`src/mf2d_pkg.sv`:
```
package mf2d_pkg;

   localparam int SAMPLE_W   = 16;
   localparam int INDEX_W    = 6;
   localparam int CNT_W      = 7;
   localparam int CSR_ADDR_W = 4;
   localparam int CSR_DATA_W = 32;
   localparam int PC_W       = 3;

   typedef struct packed {
      logic                       kind;
      logic [INDEX_W-1:0]         row;
      logic [INDEX_W-1:0]         col;
      logic signed [SAMPLE_W-1:0] sample;
   } req_type;

   typedef struct packed {
      logic signed [SAMPLE_W-1:0] result;
      logic                       ok;
   } rsp_type;

   typedef struct packed {
      logic [CNT_W-1:0] row_count;
      logic [CNT_W-1:0] col_count;
      logic [CNT_W-1:0] window_size;
   } cfg_type;

   typedef logic [1:0] reg_index_type;
   localparam reg_index_type REG_ROW_COUNT   = 2'd0;
   localparam reg_index_type REG_COL_COUNT   = 2'd1;
   localparam reg_index_type REG_WINDOW_SIZE = 2'd2;

   localparam logic [CNT_W-1:0] ROW_COUNT_RESET   = 7'd64;
   localparam logic [CNT_W-1:0] COL_COUNT_RESET   = 7'd64;
   localparam logic [CNT_W-1:0] WINDOW_SIZE_RESET = 7'd3;

   typedef enum logic [1:0] {
      COND_STEP,
      COND_ALWAYS,
      COND_LOOP,
      COND_DISPATCH
   } cond_type;

   typedef enum logic [1:0] {
      SEL_WRITE,
      SEL_ZERO,
      SEL_RAW,
      SEL_MAX
   } rsp_sel_type;

   typedef enum logic [1:0] {
      CLASS_WRITE,
      CLASS_ZERO,
      CLASS_RAW,
      CLASS_SCAN
   } item_class_type;

   typedef logic [PC_W-1:0] pc_type;
   localparam pc_type PC_IDLE     = 3'd0;
   localparam pc_type PC_WRITE    = 3'd1;
   localparam pc_type PC_ZERO     = 3'd2;
   localparam pc_type PC_RAW_RD   = 3'd3;
   localparam pc_type PC_RAW_OUT  = 3'd4;
   localparam pc_type PC_SCAN     = 3'd5;
   localparam pc_type PC_SCAN_OUT = 3'd6;

   typedef struct packed {
      cond_type    cond;
      pc_type      target;
      logic        busy;
      logic        mem_we;
      logic        rd_centre;
      logic        rd_scan;
      logic        rsp_en;
      rsp_sel_type rsp_sel;
   } uword_type;

   typedef struct packed {
      item_class_type item_class;
      logic           scan_more;
   } dp_status_type;

   // control store: cond, target, busy, we, rd_centre, rd_scan, rsp_en, sel
   function automatic uword_type ucode_rom(input pc_type pc);
      uword_type w;
      unique case (pc)
         PC_IDLE:     w = '{COND_DISPATCH, PC_IDLE, 1'b0, 1'b0, 1'b0, 1'b0, 1'b0, SEL_ZERO};
         PC_WRITE:    w = '{COND_ALWAYS,   PC_IDLE, 1'b1, 1'b1, 1'b0, 1'b0, 1'b1, SEL_WRITE};
         PC_ZERO:     w = '{COND_ALWAYS,   PC_IDLE, 1'b1, 1'b0, 1'b0, 1'b0, 1'b1, SEL_ZERO};
         PC_RAW_RD:   w = '{COND_STEP,     PC_IDLE, 1'b1, 1'b0, 1'b1, 1'b0, 1'b0, SEL_RAW};
         PC_RAW_OUT:  w = '{COND_ALWAYS,   PC_IDLE, 1'b1, 1'b0, 1'b0, 1'b0, 1'b1, SEL_RAW};
         PC_SCAN:     w = '{COND_LOOP,     PC_SCAN, 1'b1, 1'b0, 1'b0, 1'b1, 1'b0, SEL_MAX};
         PC_SCAN_OUT: w = '{COND_ALWAYS,   PC_IDLE, 1'b1, 1'b0, 1'b0, 1'b0, 1'b1, SEL_MAX};
         default:     w = '{COND_ALWAYS,   PC_IDLE, 1'b1, 1'b0, 1'b0, 1'b0, 1'b0, SEL_ZERO};
      endcase
      return w;
   endfunction

   function automatic pc_type dispatch_pc(input item_class_type c);
      pc_type p;
      unique case (c)
         CLASS_WRITE: p = PC_WRITE;
         CLASS_ZERO:  p = PC_ZERO;
         CLASS_RAW:   p = PC_RAW_RD;
         CLASS_SCAN:  p = PC_SCAN;
         default:     p = PC_IDLE;
      endcase
      return p;
   endfunction

endpackage

```
`src/mf2d_csr.sv`:
```
module mf2d_csr (
   input  logic                              clock,
   input  logic                              reset,
   input  logic                              psel,
   input  logic                              penable,
   input  logic                              pwrite,
   input  logic [mf2d_pkg::CSR_ADDR_W-1:0]   paddr,
   input  logic [mf2d_pkg::CSR_DATA_W-1:0]   pwdata,
   output logic [mf2d_pkg::CSR_DATA_W-1:0]   prdata,
   output logic                              pready,
   output mf2d_pkg::cfg_type                 cfg
);
   import mf2d_pkg::*;

   cfg_type       cfg_ff, cfg_in;
   reg_index_type index;
   logic          wr_en;

   assign index  = paddr[CSR_ADDR_W-1:2];
   assign wr_en  = psel && penable && pwrite && pready;
   assign pready = 1'b1;
   assign cfg    = cfg_ff;

   always_comb begin
      cfg_in = cfg_ff;
      if (wr_en) begin
         case (index)
            REG_ROW_COUNT:   cfg_in.row_count   = pwdata[CNT_W-1:0];
            REG_COL_COUNT:   cfg_in.col_count   = pwdata[CNT_W-1:0];
            REG_WINDOW_SIZE: cfg_in.window_size = pwdata[CNT_W-1:0];
            default:         cfg_in = cfg_ff;
         endcase
      end
   end

   always_comb begin
      case (index)
         REG_ROW_COUNT:   prdata = CSR_DATA_W'(cfg_ff.row_count);
         REG_COL_COUNT:   prdata = CSR_DATA_W'(cfg_ff.col_count);
         REG_WINDOW_SIZE: prdata = CSR_DATA_W'(cfg_ff.window_size);
         default:         prdata = '0;
      endcase
   end

   always_ff @(posedge clock) begin
      if (reset) begin
         cfg_ff <= '{ROW_COUNT_RESET, COL_COUNT_RESET, WINDOW_SIZE_RESET};
      end else begin
         cfg_ff <= cfg_in;
      end
   end

endmodule

```
`config.mk`:
```
export PLATFORM = sky130hd
export DESIGN_NAME = mf2d_csr
export DESIGN_NICKNAME = d
export VERILOG_FILES = /design/src/mf2d_pkg.sv /design/src/mf2d_csr.sv
export SDC_FILE = /design/constraint.sdc
export NUM_CORES = 1
export LEC_CHECK = 0
export BUFFER_PORTS_ARGS = -buffer_cell sky130_fd_sc_hd__buf_2
export CORE_MARGIN = 1
export CORE_UTILIZATION = 37
export CTS_BUF_LIST = sky130_fd_sc_hd__clkbuf_4 sky130_fd_sc_hd__clkbuf_8
export DETAILED_ROUTE_END_ITERATION = 12
export HOLD_SLACK_MARGIN = 0.06
export PLACE_DENSITY = 0.79
export SLEW_MARGIN = 20
export SYNTH_ARGS = -nofsm -noshare
export SYNTH_HDL_FRONTEND = slang
export SYNTH_SLANG_ARGS = --single-unit
```
`constraint.sdc`:
```
create_clock -name clock -period 0.9 [get_ports clock]
set_input_delay 0.135 -clock clock [delete_from_list [all_inputs] [get_ports clock]]
set_output_delay 0.135 -clock clock [all_outputs]
set_load 0.01 [all_outputs]
```
Word level (Yosys, flattened, before mapping)
Cells that the tools add are included.
{ "totals": {"inputBits": 41, "wordCells": 12, "out_inout_bits": 54, "regBits": 21, "n_memories": 0, "mem_bits_ro": 0, "latch_bits": 0, "mem_bits_rw": 0} }
{ "op_classes": {"eq_ne": 2, "n_bitwise": 0, "reduce_logical": 6, "magnitude_cmp": 0, "multipliers": 0, "n_div": 0, "mux": 1, "n_shift": 0, "n_addsub": 0} }
{ "ops": {"columns": ["cell", "n"], "rows": [
  ["case mux 7 bit (3 select lines)", 1],
  ["AND reduction 2 bit", 3],
  ["== test 2 x 1 -> 1 bit, second input constant", 1],
  ["== test 2 bit, second input constant", 1],
  ["logical AND 1 bit", 2],
  ["zero test 2 bit", 1]
]} }

Depth between registers and ports, before layout
{ "depth": {"word_depth": 3, "mapped_depth": 4, "ltp_nobuf": 3} }

Worst setup path before layout
No wires, ideal clock.
{ "synth_timing": {"path_kind": "input-to-output", "start": "input port paddr[2] (netlist name)", "end": "output port prdata[0] (netlist name)", "n_path_buf": 1, "t_required_ps": 765, "slack_ps": -66, "arrival_time_ps": 831, "stages": 4, "cell_sequence": "buf_2 -> nor2b_1 -> nand2_1 -> o21ai_0"} }
{ "synth_via": {"elab_chain_len": 2, "word_cells_on_any_way": 4, "classes_between": "2 x eq/ne; 1 x mux; 1 x reduce/logical"} }
{ "synth_rtl": {"columns": ["item", "line_no", "rtl"], "rows": [
  ["start: declaration", "mf2d_csr.sv:7", "input logic [mf2d_pkg::CSR_ADDR_W-1:0] paddr,"],
  ["== test 2 bit, or another cell as far along", "mf2d_csr.sv:37", "case (index)"],
  ["case mux 7 bit (3 select lines) (*)", "mf2d_csr.sv:37", null],
  ["end: declaration", "mf2d_csr.sv:9", "output logic [mf2d_pkg::CSR_DATA_W-1:0] prdata,"]
]} }
Mark *: on every way between the ends. The rest lies on a longest branch, timed or not.

Final worst setup path
{ "layout_timing": {"start": "register cfg_ff, in the netlist cfg[15]", "end": "output port prdata[1] (netlist name)"} }
{ "layout_via": {"elab_chain_len": 1} }
{ "layout_rtl": {"columns": ["item", "line_no", "rtl"], "rows": [
  ["start: declaration", "mf2d_csr.sv:15", "cfg_type cfg_ff, cfg_in;"],
  ["start signal: assignment", "mf2d_csr.sv:47", "cfg_ff <= '{ROW_COUNT_RESET, COL_COUNT_RESET, WINDOW_SIZE_RESET};"],
  ["start signal: assignment", "mf2d_csr.sv:49", "cfg_ff <= cfg_in;"],
  ["case mux 7 bit (3 select lines)", "mf2d_csr.sv:37", null]
]} }
Every way passes these cells.

==> results.cfg <==
[power]
p_comb_frac = 0.184
switching_share = 0.2578
p_clk_frac = 0.272
p_int_mw = 1.299
vdd_drop_max_uv = 755.0
powerDensity_nw_per_um2 = 953.1
p_switching_uw = 451.3
leakage_nw = 0.9117
power_mw = 1.751
p_seq_frac = 0.544

[logic_synthesis]
yosysWarnings = 0
ys_top_cells_by_area = dfxtp_1 34%, mux2i_1 23%, buf_4 16%
yosys.cell_types.count = 16
yosys.area.top_type = dfxtp_1
synth.top_cell.area_share = 0.3422
synth_area_per_cell_um2 = 9.034
synth_seq_cells = 21
yosysSeqAreaShare = 0.3422
syn-cell-area_um2 = 1229
synth_cells = 136

[final_layout]
final_area_um2 = 1837
nets = 245
final_common_cell = buf_6
drive_above_1_share = 0.4926
final_cell_mix = 32 x buf_6, 28 x mux2i_1, 26 x conb_1
syn_to_final_growth_pct = 49.49
fillers = 288
n_antenna_cell = 0
largest_reg_flops = 21

[die]
chipWidth_um = 59.63
io_pins = 95
die_area_um2 = 3555
initial_core_util = 0.3960
fp-row-count = 20
coreArea_um2 = 3103
fp.dieH_um = 59.63

[grt]
grt_pass1_vias = 989
grt_pass1_wl_um = 4278
grt_overflow = 0
grt_max_degree = 22
grtUsageTotal = 0.1629
antenna_found_initial = 0

[worst_setup_path]
r2r_end = cfg[11]
cp.required_ps = 760
path_class = reg -> out
r2r_cells = 4
crit_path_end_kind = output pin
cp_max_fo = 2
critPathLaunchType = register
regToRegStartpoint = cfg[11]
worstPathArrival_ps = 1000
r2r_slack_ps = 80

[hold_path]
hold_path.class = in -> reg
worstHoldStart = pwdata[6]
hold_depth = 3
holdPathEnd = cfg[6]

[placement]
gp_congestion = 0.7428
portBuffers = 41
placed_area_um2 = 1555
dp_hpwl_um = 2044

[detailed_routing]
vias_per_cell = 4.332
drc_errors = 0
drt-pass1-iter-count = 4
finalWirelength_um = 2832
drt_first_iter_violations = 32
drt.antenna.violating_nets = 0
wl_per_cell_um = 11.47
dr_total_vias = 1070

[cts]
cts_hold_buf = 0
clockBufferDepth = 2
numCtsBuffers = 3
cts.sinks = 21
clk_latency_ps = 300
htree_levels = 1
cts_tree = built
clk_pin_slew_ps = 110
clock-root-buffer = clkbuf_4

[job]
maxCapViolCount = 0

[sta]
rsz0062_at_grt = yes
finalHoldViolCount = 0
setup_slack_ps = -232.2
drv_slew = 0
fin_crit_sh = 1.258
setup_viol = 27
fmax_mhz = 883.3
period_minus_slack_ps = 1132
clock_skew_ps = 0

[status]
status = complete, but fails checks
violations = negative setup slack
-- what timing repair did --
action | 4_1_cts | 5_1_grt
buffers inserted | 6 | 3
resized for setup | 55 | 7
endpoints found under the setup margin | 28 | 28
-- power by group through the flow --
stage | combinational [mW] | clock, mW | sequential [mW]
global route | 0.353 | 0.533 | 0.953
CTS | 0.319 | 0.489 | 0.951
finish | 0.322 | 0.477 | 0.952
global placement | 0.290 | 0 | 0.970
floorplan | 0.241 | 0 | 0.976
detailed placement | 0.292 | 0 | 0.970
-- critical path, stage by stage (launching register included) --
cell	delay, ps
dfxtp_2	360
mux2i_1	60
o21ai_1	130
buf_2	150
-- how the worst max path moves through the flow --
stage | from | to | slack [ps] | cells after the start
6_report | cfg[15] | prdata[1] | -230 | 3
5_1_grt | cfg[11] | prdata[4] | -280 | 3
4_1_cts | cfg[7] | prdata[0] | -230 | 3
3_5_place_dp | pwrite | cfg[13] | -210 | 4
3_3_place_gp | pwrite | cfg[12] | -170 | 4
2_1_floorplan | paddr[2] | prdata[0] | -70 | 4
-- logic make-up (layout without fill, tap and decap cells) --
group | after synthesis | after routing | synth area share
flops | 21 | 21 | 0.3422
mux | 28 | 28 | 0.2281
compound gates | 7 | 7 | 0.02851
simple gates | 44 | 44 | 0.2067
buf+inv | 34 | 77 | 0.1884
other cells | 2 | 26 | 0.006112
-- metrics by stage --
stage          utilization  worst slack [ps]  setup TNS [ps]  hold slack, ps  cells
2_1_floorplan            -            -66.29          -824.5           290.3    160
3_3_place_gp        0.5012            -167.5           -3707           409.0    236
3_5_place_dp        0.5012            -208.5           -4266           415.1    236
4_1_cts             0.5835            -231.6           -3185           85.43    246
5_1_grt             0.5919            -282.4           -4136           96.27    247
6_report            0.5919            -232.2           -3043           90.89    247
-- synth_stat cells --
cell type,count
nor3b_2,1
nand3_2,1
nand2_1,7
nor2_1,7
dfxtp_1,21
nand2b_1,24
buf_4,26
or3b_1,1
mux2i_1,28
clkbuf_1,3
conb_1,2
nor3b_1,1
o21ai_0,7
nor2b_1,1
buf_2,5
or3_1,1
-- layer usage --
metal / wire length, um / GRT usage / vias to the layer above / part of all wire
met3: 116 / 0.02183 / 4 / 0.041
met5: 0 / 0 / - / 0
met4: 31 / 0.06977 / 0 / 0.011
met1: 1212 / 0.2011 / 508 / 0.43
li1: - / - / 523 / -
met2: 1471 / 0.2825 / 35 / 0.52
-- layout make-up --
type	instances	area, um^2	area share
Clock buffer	4	30.03	0.01635
Sequential cell	21	446.7	0.2432
Tap cell	44	55.05	0.02997
Multi-Input combinational cell	105	674.4	0.3672
Timing Repair Buffer	73	630.6	0.3433
Power figures use the tool's default switching activity.
