--- src/mf2d_pkg.sv ---
package mf2d_pkg;

   localparam int SAMPLE_W   = 16;
   localparam int INDEX_W    = 6;
   localparam int CNT_W      = 7;
   localparam int CSR_ADDR_W = 4;
   localparam int CSR_DATA_W = 32;
   localparam int PC_W       = 3;

   typedef struct packed {
      logic                       kind;
      logic [INDEX_W-1:0]         row;
      logic [INDEX_W-1:0]         col;
      logic signed [SAMPLE_W-1:0] sample;
   } req_type;

   typedef struct packed {
      logic signed [SAMPLE_W-1:0] result;
      logic                       ok;
   } rsp_type;

   typedef struct packed {
      logic [CNT_W-1:0] row_count;
      logic [CNT_W-1:0] col_count;
      logic [CNT_W-1:0] window_size;
   } cfg_type;

   typedef logic [1:0] reg_index_type;
   localparam reg_index_type REG_ROW_COUNT   = 2'd0;
   localparam reg_index_type REG_COL_COUNT   = 2'd1;
   localparam reg_index_type REG_WINDOW_SIZE = 2'd2;

   localparam logic [CNT_W-1:0] ROW_COUNT_RESET   = 7'd64;
   localparam logic [CNT_W-1:0] COL_COUNT_RESET   = 7'd64;
   localparam logic [CNT_W-1:0] WINDOW_SIZE_RESET = 7'd3;

   typedef enum logic [1:0] {
      COND_STEP,
      COND_ALWAYS,
      COND_LOOP,
      COND_DISPATCH
   } cond_type;

   typedef enum logic [1:0] {
      SEL_WRITE,
      SEL_ZERO,
      SEL_RAW,
      SEL_MAX
   } rsp_sel_type;

   typedef enum logic [1:0] {
      CLASS_WRITE,
      CLASS_ZERO,
      CLASS_RAW,
      CLASS_SCAN
   } item_class_type;

   typedef logic [PC_W-1:0] pc_type;
   localparam pc_type PC_IDLE     = 3'd0;
   localparam pc_type PC_WRITE    = 3'd1;
   localparam pc_type PC_ZERO     = 3'd2;
   localparam pc_type PC_RAW_RD   = 3'd3;
   localparam pc_type PC_RAW_OUT  = 3'd4;
   localparam pc_type PC_SCAN     = 3'd5;
   localparam pc_type PC_SCAN_OUT = 3'd6;

   typedef struct packed {
      cond_type    cond;
      pc_type      target;
      logic        busy;
      logic        mem_we;
      logic        rd_centre;
      logic        rd_scan;
      logic        rsp_en;
      rsp_sel_type rsp_sel;
   } uword_type;

   typedef struct packed {
      item_class_type item_class;
      logic           scan_more;
   } dp_status_type;

   // control store: cond, target, busy, we, rd_centre, rd_scan, rsp_en, sel
   function automatic uword_type ucode_rom(input pc_type pc);
      uword_type w;
      unique case (pc)
         PC_IDLE:     w = '{COND_DISPATCH, PC_IDLE, 1'b0, 1'b0, 1'b0, 1'b0, 1'b0, SEL_ZERO};
         PC_WRITE:    w = '{COND_ALWAYS,   PC_IDLE, 1'b1, 1'b1, 1'b0, 1'b0, 1'b1, SEL_WRITE};
         PC_ZERO:     w = '{COND_ALWAYS,   PC_IDLE, 1'b1, 1'b0, 1'b0, 1'b0, 1'b1, SEL_ZERO};
         PC_RAW_RD:   w = '{COND_STEP,     PC_IDLE, 1'b1, 1'b0, 1'b1, 1'b0, 1'b0, SEL_RAW};
         PC_RAW_OUT:  w = '{COND_ALWAYS,   PC_IDLE, 1'b1, 1'b0, 1'b0, 1'b0, 1'b1, SEL_RAW};
         PC_SCAN:     w = '{COND_LOOP,     PC_SCAN, 1'b1, 1'b0, 1'b0, 1'b1, 1'b0, SEL_MAX};
         PC_SCAN_OUT: w = '{COND_ALWAYS,   PC_IDLE, 1'b1, 1'b0, 1'b0, 1'b0, 1'b1, SEL_MAX};
         default:     w = '{COND_ALWAYS,   PC_IDLE, 1'b1, 1'b0, 1'b0, 1'b0, 1'b0, SEL_ZERO};
      endcase
      return w;
   endfunction

   function automatic pc_type dispatch_pc(input item_class_type c);
      pc_type p;
      unique case (c)
         CLASS_WRITE: p = PC_WRITE;
         CLASS_ZERO:  p = PC_ZERO;
         CLASS_RAW:   p = PC_RAW_RD;
         CLASS_SCAN:  p = PC_SCAN;
         default:     p = PC_IDLE;
      endcase
      return p;
   endfunction

endpackage

--- src/mf2d_sequencer.sv ---
module mf2d_sequencer (
   input  logic                    clock,
   input  logic                    reset,
   input  logic                    start,
   input  mf2d_pkg::dp_status_type status,
   output mf2d_pkg::uword_type     uword
);
   import mf2d_pkg::*;

   pc_type pc_ff, pc_in;

   assign uword = ucode_rom(pc_ff);

   always_comb begin
      unique case (uword.cond)
         COND_STEP:     pc_in = pc_ff + 3'd1;
         COND_ALWAYS:   pc_in = uword.target;
         COND_LOOP:     pc_in = status.scan_more ? uword.target : pc_ff + 3'd1;
         COND_DISPATCH: pc_in = start ? dispatch_pc(status.item_class) : uword.target;
         default:       pc_in = PC_IDLE;
      endcase
   end

   always_ff @(posedge clock) begin
      if (reset) begin
         pc_ff <= PC_IDLE;
      end else begin
         pc_ff <= pc_in;
      end
   end

endmodule

--- config.mk ---
export PLATFORM = sky130hd
export DESIGN_NAME = mf2d_sequencer
export DESIGN_NICKNAME = d
export VERILOG_FILES = /design/src/mf2d_pkg.sv /design/src/mf2d_sequencer.sv
export SDC_FILE = /design/constraint.sdc
export NUM_CORES = 1
export LEC_CHECK = 0
export BUFFER_PORTS_ARGS = -buffer_cell sky130_fd_sc_hd__buf_4
export CAP_MARGIN = 20
export CORE_AREA = 8 8 45 47
export DETAILED_ROUTE_END_ITERATION = 16
export DIE_AREA = 0 0 53 55
export GPL_TIMING_DRIVEN = 0
export MAX_ROUTING_LAYER = met4
export PLACE_DENSITY = 0.68
export REMOVE_ABC_BUFFERS = 1
export SYNTH_ARGS = -nofsm -noshare
export SYNTH_HDL_FRONTEND = slang
export SYNTH_SLANG_ARGS = --single-unit
--- constraint.sdc ---
create_clock -name clock -period 3.1 [get_ports clock]
set_input_delay 0.31 -clock clock [delete_from_list [all_inputs] [get_ports clock]]
set_output_delay 0.31 -clock clock [all_outputs]
set_load 0.02 [all_outputs]
Yosys cells after proc, flatten, opt, wreduce, memory -nomap -nowiden
Index checks and enable logic that the tools add are counted.
{"block": "word_totals", "in_bits": 6, "output_inout_bits": 12, "ff_bits": 3}
{"block": "classes", "eq_ne": 12, "addsub": 1, "n_reduce_logical": 3, "mux": 5}
{"op": "case mux 12 bit (7 select lines)", "n": 1}
{"op": "case mux 3 bit (4 select lines)", "n": 2}
{"op": "== test 3 bit (second input constant)", "n": 3}
{"op": "== test 2 bit (second input constant)", "n": 4}
{"op": "== test 3 x 2 -> 1 bit (second input constant)", "n": 2}
{"op": "2-to-1 mux 3 bit", "n": 2}
{"op": "== test 2 x 1 -> 1 bit (second input constant)", "n": 2}
{"op": "zero test 2 bit", "n": 2}
{"op": "adder 3 x 1 -> 3 bit (second input constant)", "n": 1}
{"op": "== test 3 x 1 -> 1 bit (second input constant)", "n": 1}
{"op": "zero test 3 bit", "n": 1}

Logic depth before layout (Yosys ltp)
Gate-level depths: netlist (run 1).
{"block": "logic_depth", "ltp_word": 4, "mapped_depth": 6, "depth_no_buf": 5}

Worst setup path before layout (run 1)
Ideal clock, no wire load.
{"block": "synth_path", "path_kind": "flip-flop to output port", "from": "register pc_ff[2]", "to": "output uword[6] in the netlist's numbering", "t_arrival_ps": 1382, "slack_ps": 1408, "required_time_ps": 2790, "stages_incl_launch_ff": 5, "path_cell_list": "dfxtp_1 buf_6 inv_2 ha_1 or4_1"}
{"item": "from (decl)", "line_no": "mf2d_sequencer.sv:10", "rtl": "pc_type pc_ff, pc_in;"}
{"item": "from (signal assigned)", "line_no": "mf2d_sequencer.sv:28", "rtl": "pc_ff <= pc_in;"}
{"item": "to (decl)", "line_no": "mf2d_sequencer.sv:6", "rtl": "output mf2d_pkg::uword_type uword"}

==> results.md, run 1 <==
- After detailed routing, the average wire length per cell comes to around 11 um.
- After legalization and detailed placement, the total HPWL measured 768.2 um.
- Counting the buffers created by CTS gives 3.
- STA puts the critical path data required time at 2.79 ns.
- After floorplanning, the core was divided into 14 placement rows.
- The area taken by flip-flops and latches is 60.06 um^2.
- The buffer count from post-CTS setup fixing is 0.
- The number of global-route vias before repair is 391.
- The total number of yosys warnings is 0.
- The pin count of the biggest net entering global routing is 13.
- In the global route stage, met3 resource usage came out at between 2 and 2.5%.
- Averaged over all synthesized cells, the footprint is 7.613 um^2.
- The relative contribution of the clock network to total power is 29.4%.
- The worst path uses 69.38% of the clock period.
- The global-route wire length before repair is 1.449 mm.
- The cell area that synthesis handed to floorplanning was 449.2 um^2.
- The later pin in the worst-skew pair is clocked with a latency of 0.23 ns.
- The startpoint identified for the worst register-to-register timing path is pc_ff[2].
- Based on the critical path, the design can be clocked at up to between 400 and 500 MHz.
- Measured on the finished design, the core utilization comes to 40.60%.
- In this run the number of H-tree levels came out at 1.
- The global routing usage on met2 is 10.94%.
- In this run the remaining antenna-violating nets after routing total 0.
- The cell count after synthesis came out at around 60.
- In this run the static leakage power is 0.3038 nW.
- The clock tree buffer depth is 2.
- The time the worst path needs with I/O delays and setup is 2.151 ns.
- The routed design has 943 um of wire.
- In this run the critical register-to-register path is captured at pc_ff[0].
- TritonCTS built the clock tree.
- The number of top-level pins is 18.
- The share of total power dissipated in combinational logic is 49.5%.
- The die covers approximately 2900 um^2.
- In this run the worst path has a maximum fanout of 12.
- The relative contribution of sequential cells to total power is 21.1%.
- The via total after detailed routing is between 400 and 500.
- The number of sinks handled by clock tree synthesis is 3.
- The number of antenna violations at the first check in global routing is 0.
- The net switching power is between 0.08 and 0.09 mW.
- The initial core utilization is 32.46%.
- The register with the most flip-flops in the final layout is pc_ff.
- The count of endpoints failing setup in the final report is 0.
- The busiest metal layer after global routing is met2.
- The multi-input logic area is 316.6 um^2.
- STA classifies the critical path endpoint as a primary output.
- After the first detailed-routing iteration, the DRC count stood at 6.
- The clock slew seen by the registers of the worst setup and hold paths is 0.04 ns.
- The number of distinct library cell variants in the gate-level netlist after synthesis is 29.
- Summing all placed instances gives a cell area of 535.5 um^2.
- The final count of pins violating max slew is 0.
- Tracing the worst setup path back leads to its startpoint at pc_ff[2].
- The post-detailed-route via-to-cell ratio is 4.875.
- The flow ran to the end, and the final reports show no timing, DRC or antenna violations.
- Across the run, the number of max-cap violations was 0.
- The part of the Yosys area used for sequential elements is between 10% and 20%.
- The diode insertion count for antenna repair is 0.
- The classification of the worst-slack hold path is in2reg.
- The internal power of the cells is approximately 0.14 mW.
- After clock tree synthesis, the flow added hold-fix buffers numbering 0.
- The post-detailed-route DRC marker count is 0.
- The summed negative setup slack over all endpoints is 0 ns.
- The net total in the final layout is 86.
- The post-synthesis to final-layout area growth is 25.07%.
- The buffer cell driving the clock tree root is sky130_fd_sc_hd__clkbuf_4.
- The final weighted congestion of routability-driven global placement is 0.8375.
- The number of cell instances on the worst register-to-register path is 5.
- The detailed-router iteration count before antenna repair is 4.
- The post-route netlist has 29.17% of its cells at a drive strength greater than 1.
- The worst setup path endpoint is uword[6].
- Synthesis inferred 3 register bits.
- For this design the ratio of total power to cell area is 411.3 nW/um^2.
- The overall die width is 53 um.
- The core area is 1384 um^2.
- In this run, post-CTS repair resized a total of 0 instances.
- STA classifies the critical path startpoint as a register.
- In the final layout, the registers with the most flip-flops are pc_ff (3).
- Setup slack on the worst reg-to-reg path comes out at 1.51 ns.
- Across the VDD grid, the largest voltage drop is between 0.1 and 0.15 mV.
- The hold violation count in the final report came to 0.
- In this run the tool buffered the top-level ports with 16 buffer cells.
- Of the total power, the share spent switching nets is 38.40%.
- The flip-flop count of the largest register after layout is 3.
- The critical path arrival is between 1.5 and 2 ns.
- Setup repair after global routing left no endpoint under its margin.
- Between clock sinks in the finished design, the worst skew comes to 0.0001513 ns.
- Summed over all layers, the global routing overflow is 0.
- The number of filler cells placed in the layout is 154.
- For this run, global-route usage on met1 was measured as under 10%.
- The completed layout was analyzed and its total power is 0.2311 mW.
- The total routing resource utilization after global routing is 6.862%.
- The worst setup path is of the reg2out kind.
- The finished cells cover 561.8 um^2.
- The die height is 55 um.
synth_stat cells:
cell type                  count  area [um^2]
sky130_fd_sc_hd__o21bai_1      1        7.510
sky130_fd_sc_hd__nor2_2        1        6.260
sky130_fd_sc_hd__mux2_1        1        11.26
sky130_fd_sc_hd__conb_1        1        3.750
sky130_fd_sc_hd__and3_1        1        6.260
sky130_fd_sc_hd__a211o_1       1        8.760
sky130_fd_sc_hd__or3_1         1        6.260
sky130_fd_sc_hd__a21o_1        3        22.52
sky130_fd_sc_hd__a21oi_1       2        10.01
sky130_fd_sc_hd__a211oi_1      1        7.510
sky130_fd_sc_hd__nand3_1       1        5.000
sky130_fd_sc_hd__nor2_1        3        11.26
sky130_fd_sc_hd__and2b_1       1        7.510
sky130_fd_sc_hd__and3b_1       1        8.760
sky130_fd_sc_hd__inv_1         4        15.01
sky130_fd_sc_hd__inv_2         1        3.750
sky130_fd_sc_hd__nor2b_1       1        6.260
sky130_fd_sc_hd__nor3_1        2        10.01
sky130_fd_sc_hd__o211ai_1      2        15.01
sky130_fd_sc_hd__buf_2         1        5.000
sky130_fd_sc_hd__or4_1         1        7.510
sky130_fd_sc_hd__ha_1          7        87.58
sky130_fd_sc_hd__buf_4         3        22.52
sky130_fd_sc_hd__nand2_1       6        22.52
sky130_fd_sc_hd__dfxtp_1       3        60.06
sky130_fd_sc_hd__buf_6         2        22.52
sky130_fd_sc_hd__nand4b_1      3        26.28
sky130_fd_sc_hd__nand2b_1      3        18.77
sky130_fd_sc_hd__clkbuf_1      1        3.750
cell type report:
type	instances	share of cell area [%]
inverters	5	3.341
repair buffers	16	21.38
flip-flops and latches	3	10.69
clock buffers	4	4.677
well taps	16	3.563
multi-input cells	44	56.35
worst min-delay path by stage:
stage                      from  endpoint  slack, ns  cells past startpoint
after CTS                 reset  pc_ff[0]       0.24                      2
after global routing      reset  pc_ff[0]       0.25                      2
final                     reset  pc_ff[0]       0.25                      2
after floorplan           reset  pc_ff[0]       0.38                      1
after global placement    reset  pc_ff[0]       0.49                      2
after detailed placement  reset  pc_ff[0]       0.49                      2
layer usage:
metal	part of all wire, %	vias up
li1	-	224
met1	43	183
met2	45	20
met3	10	2
met4	1.7	0
met5	0	-
through the flow:
step	instances	hold WS (ns)	setup slack [ns]
after floorplan	52	0.3791	1.270
after global placement	84	0.4927	1.202
after detailed placement	84	0.4894	1.203
after CTS	88	0.2416	0.9481
after global routing	88	0.2462	0.8595
final	88	0.2488	0.9492
worst max-delay path, cell delays in order, from the launching register on:
cell and delay (ns):
sky130_fd_sc_hd__dfxtp_1 0.54, sky130_fd_sc_hd__inv_2 0.08, sky130_fd_sc_hd__ha_1 0.30, sky130_fd_sc_hd__or4_1 0.52
sky130_fd_sc_hd__buf_4 0.17
cells by family (layout without fill, tap and decap cells):
family	count (synthesis)	after routing	share of synthesized area, %
buffers and inverters	12	25	16.15
muxes	1	1	2.507
other	1	1	0.8349
adders and majority gates	7	7	19.50
DFF	3	3	13.37
and+or+nand+nor	25	25	31.76
AOI/OAI and AO/OA	10	10	15.88
cells in the final DEF, fill, tap and decap left out, types with 3 or more instances in the layout:
| cell | netlist | layout |
|---|---|---|
| sky130_fd_sc_hd__ha_1 | 7 | 7 |
| sky130_fd_sc_hd__inv_1 | 4 | 4 |
| sky130_fd_sc_hd__a21o_1 | 3 | 3 |
| sky130_fd_sc_hd__nor2_1 | 3 | 3 |
| sky130_fd_sc_hd__clkbuf_4 | 0 | 3 |
| sky130_fd_sc_hd__nand4b_1 | 3 | 3 |
| sky130_fd_sc_hd__nand2b_1 | 3 | 3 |
| sky130_fd_sc_hd__dfxtp_1 | 3 | 3 |
| sky130_fd_sc_hd__buf_4 | 3 | 16 |
| sky130_fd_sc_hd__nand2_1 | 6 | 6 |
power by group through the flow:
| stage | clock network, mW | registers [mW] | logic (mW) |
|---|---|---|---|
| 3_3_place_gp | 0 | 0.0491 | 0.115 |
| 4_1_cts | 0.0726 | 0.0486 | 0.116 |
| 2_1_floorplan | 0 | 0.0478 | 0.0754 |
| 5_1_grt | 0.0751 | 0.0493 | 0.125 |
| 3_5_place_dp | 0 | 0.0491 | 0.116 |
| 6_report | 0.0679 | 0.0486 | 0.114 |
(Power assumes the default switching activity.)
==> run 2: changes to the inputs <==
--- a/config.mk
+++ b/config.mk
@@ -12,7 +12,7 @@
 export DIE_AREA = 0 0 53 55
 export GPL_TIMING_DRIVEN = 0
 export MAX_ROUTING_LAYER = met4
-export PLACE_DENSITY = 0.68
+export PLACE_DENSITY = 0.7
 export REMOVE_ABC_BUFFERS = 1
 export SYNTH_ARGS = -nofsm -noshare
 export SYNTH_HDL_FRONTEND = slang
==> constraint.sdc (replaced) <==
create_clock -name clock -period 1.9 [get_ports clock]
set_input_delay 0.19 -clock clock [delete_from_list [all_inputs] [get_ports clock]]
set_output_delay 0.19 -clock clock [all_outputs]
set_load 0.02 [all_outputs]
==> run 2 against run 1 <==
Sequential power up 69%. Clock power up 68%. First-iteration DRC count down 67%. Utilization up 1.8 points. Final area up 4.5%. Via count up 1.9%. Critical path depth unchanged. Global-route usage up 0.79 points. Non-clock buffer count unchanged. Sequential share of layout area up 0.40 points. Sequential cell count unchanged. Highest routed layer unchanged.
==> results.md, run 2 (synthesized netlist as in run 1, its figures left out) <==
- The slack of the worst reg-to-reg path is 0.48 ns.
- The initial detailed-routing violation count is 2.
- Once detail routing completed, the nets flagged for antenna violations numbered 0.
- The initial core utilization is 32.46%.
- The destination of the worst hold path is pc_ff[1].
- The worst register-to-register path begins at pc_ff[0].
- The highest achievable clock rate is 543.2 MHz.
- Between clock sinks in the finished design, the worst skew comes to 0.002910 ns.
- The routed design has 1.020 mm of wire.
- The CTS tree is done.
- Across all layers, the routed design uses 437 vias.
- Counting instances, the worst hold path has a depth of 2.
- The setup slack after layout is a little under 0.06 ns.
- Setup repair after global routing could not meet its margin everywhere.
- The hold buffer count at cts is 0.
- The endpoint class of the critical path is a primary output.
- The critical path arrival is 1.65 ns.
- The number of cell instances on the worst register-to-register path is 5.
- The min-delay analysis places its worst path in the category in2reg.
- For the worst-skew pair, the clock arrives at the later sink with an insertion delay of 0.23 ns.
- Summed over all layers, the global routing overflow is 0.
- The number of antenna violations at the first check in global routing is 0.
- The overall die width is 53 um.
- The post-detailed-placement cell area is 535.5 um^2.
- The detailed placement HPWL is 783.5 um.
- For this run, design rule violations remaining after detail routing come to 0.
- Before CTS, the worst setup slack after placement is 0.1216 ns.
- Dividing total power by cell area gives a power density of 666.3 nW/um^2.
- Entering global routing, the biggest net connects 13 pins.
- The reg-to-reg critical path endpoint is pc_ff[0].
- Leaving out fill and tap cells, the most frequent cells in the layout are 16 x sky130_fd_sc_hd__buf_4, 6 x sky130_fd_sc_hd__nand2_1, 4 x sky130_fd_sc_hd__inv_1.
- The final count of pins violating max slew is 0.
- The count of maximum capacitance violations is 0.
- The data required time of the critical path is 1.71 ns.
- The detailed-router iteration count before antenna repair is 3.
- Summed over all failing endpoints, the final setup total negative slack is 0 ns.
- The register with the most flip-flops in the layout has 3 of them.
- The flow ran to the end, and the final reports show no timing, DRC or antenna violations.
- The floorplan step set the die height to 55 um.
- The tree built by TritonCTS fans out to 3 sinks.
- From synthesis to final layout, the design area changed by 30.64%.
- Across the VDD grid, the largest voltage drop is 0.5501 mV.
- CTS built an H-tree with a depth of 1.
- The tree is rooted in a sky130_fd_sc_hd__clkbuf_4.
- Leaving out fill and tap cells, the most frequent cell in the layout is sky130_fd_sc_hd__buf_4.
- Ranked by flip-flop count, first place goes to pc_ff.
- Of all nets on the critical path, the largest fanout is 8.
- After clock tree synthesis, the clock-pin slew on the worst setup and hold paths is around 0.040 ns.
- The worst setup path is launched from a register.
- The start-to-end type of the worst setup path is reg2out.
- The layout cell share with drive strength beyond 1 is 37.50%.
- The standby leakage power is around 0.30 nW.
- The final weighted congestion of routability-driven global placement is 0.8205.
- Total power for the finished layout comes to slightly below 0.4 mW.
- The number of buffers added by the clock tree synthesis step is 3.
- Setup violations remaining at the end of the flow were counted as 0.
- The filler cells instantiated in the layout total approximately 150.
- In the final design database the tool counted 86 nets.
- The average detailed-routed wire length per instance is around 12 um.
- The post-detailed-route via-to-cell ratio is 4.966.
- The diode insertion count for antenna repair is 0.
- The core area is 1384 um^2.
- The share of the clock period used by the worst path after layout is 96.89%.
- The first global-routing pass estimated between 1.5 and 2 mm of wire.
- The total number of placement rows is 14.
- During placement, the flow inserted port buffers numbering 16.
- The die area is 2915 um^2.
- The number of top-level pins is 18.
- The critical hold path startpoint is reset.
- The time the worst path needs with I/O delays and setup is 1.841 ns.
- With fillers left out, the area of the finished cells amounts to 586.8 um^2.
- The hold violation count in the final report is 0.
- The total routing resource utilization after global routing is under 10%.
- The largest registers in the layout are pc_ff (3).
- In this run the deepest clock path goes through 2 buffers.
- The number of global-route vias before repair was 387.
==> run 2: cell counts in the layout (fill, tap and decap cells not counted) <==
Identical to the previous run, type by type.
==> run 2: through the flow <==
stage               hold slack (ns)  cells  util [%]
floorplan                    0.2591     52         -
global placement             0.3719     84     38.70
finish                       0.1338     88     42.41
global route                 0.1149     88     42.41
detailed placement           0.3740     84     38.70
CTS                          0.1220     88     41.23
==> run 2: worst max path at each step <==
stage | from | to
6_report | pc_ff[0] | uword[6]
2_1_floorplan | pc_ff[2] | uword[6]
4_1_cts | pc_ff[0] | uword[1]
3_5_place_dp | pc_ff[2] | uword[6]
3_3_place_gp | pc_ff[2] | uword[6]
5_1_grt | pc_ff[0] | uword[1]
==> run 2: final cells by class <==
type | instances | area (um^2) | area share (%)
Clock buffer | 4 | 26.28 | 4.478
Multi-Input combinational cell | 44 | 336.6 | 57.36
Timing Repair Buffer | 16 | 120.1 | 20.47
Tap cell | 16 | 20.02 | 3.412
Inverter | 5 | 18.77 | 3.198
Sequential cell | 3 | 65.06 | 11.09
==> run 2: power breakdown <==
part / switching, mW / total [mW] / internal, mW
clock network: 0.0353 / 0.114 / 0.0788
logic: 0.105 / 0.195 / 0.0896
registers: 0.0114 / 0.0821 / 0.0706
==> run 2: per-layer routing <==
| metal | up-vias | GRT usage, % | wire length [um] |
|---|---|---|---|
| met5 | - | - | 0 |
| met4 | 0 | 3.879 | 8 |
| met3 | 2 | 5.348 | 131 |
| met2 | 17 | 11.33 | 408 |
| met1 | 192 | 7.424 | 472 |
| li1 | 226 | - | - |
==> run 2: timing repair <==
| item | in CTS | in global routing |
|---|---|---|
| resized for setup | 4 | 4 |
| buffers inserted | 0 | 0 |
| setup endpoints to repair | 3 | 2 |
==> run 2: worst max-delay path, cell delays in order, from the launching register on <==
cell and delay, ns:
sky130_fd_sc_hd__dfxtp_2 0.33, sky130_fd_sc_hd__ha_1 0.20, sky130_fd_sc_hd__ha_2 0.22, sky130_fd_sc_hd__or4_1 0.50
sky130_fd_sc_hd__buf_4 0.17
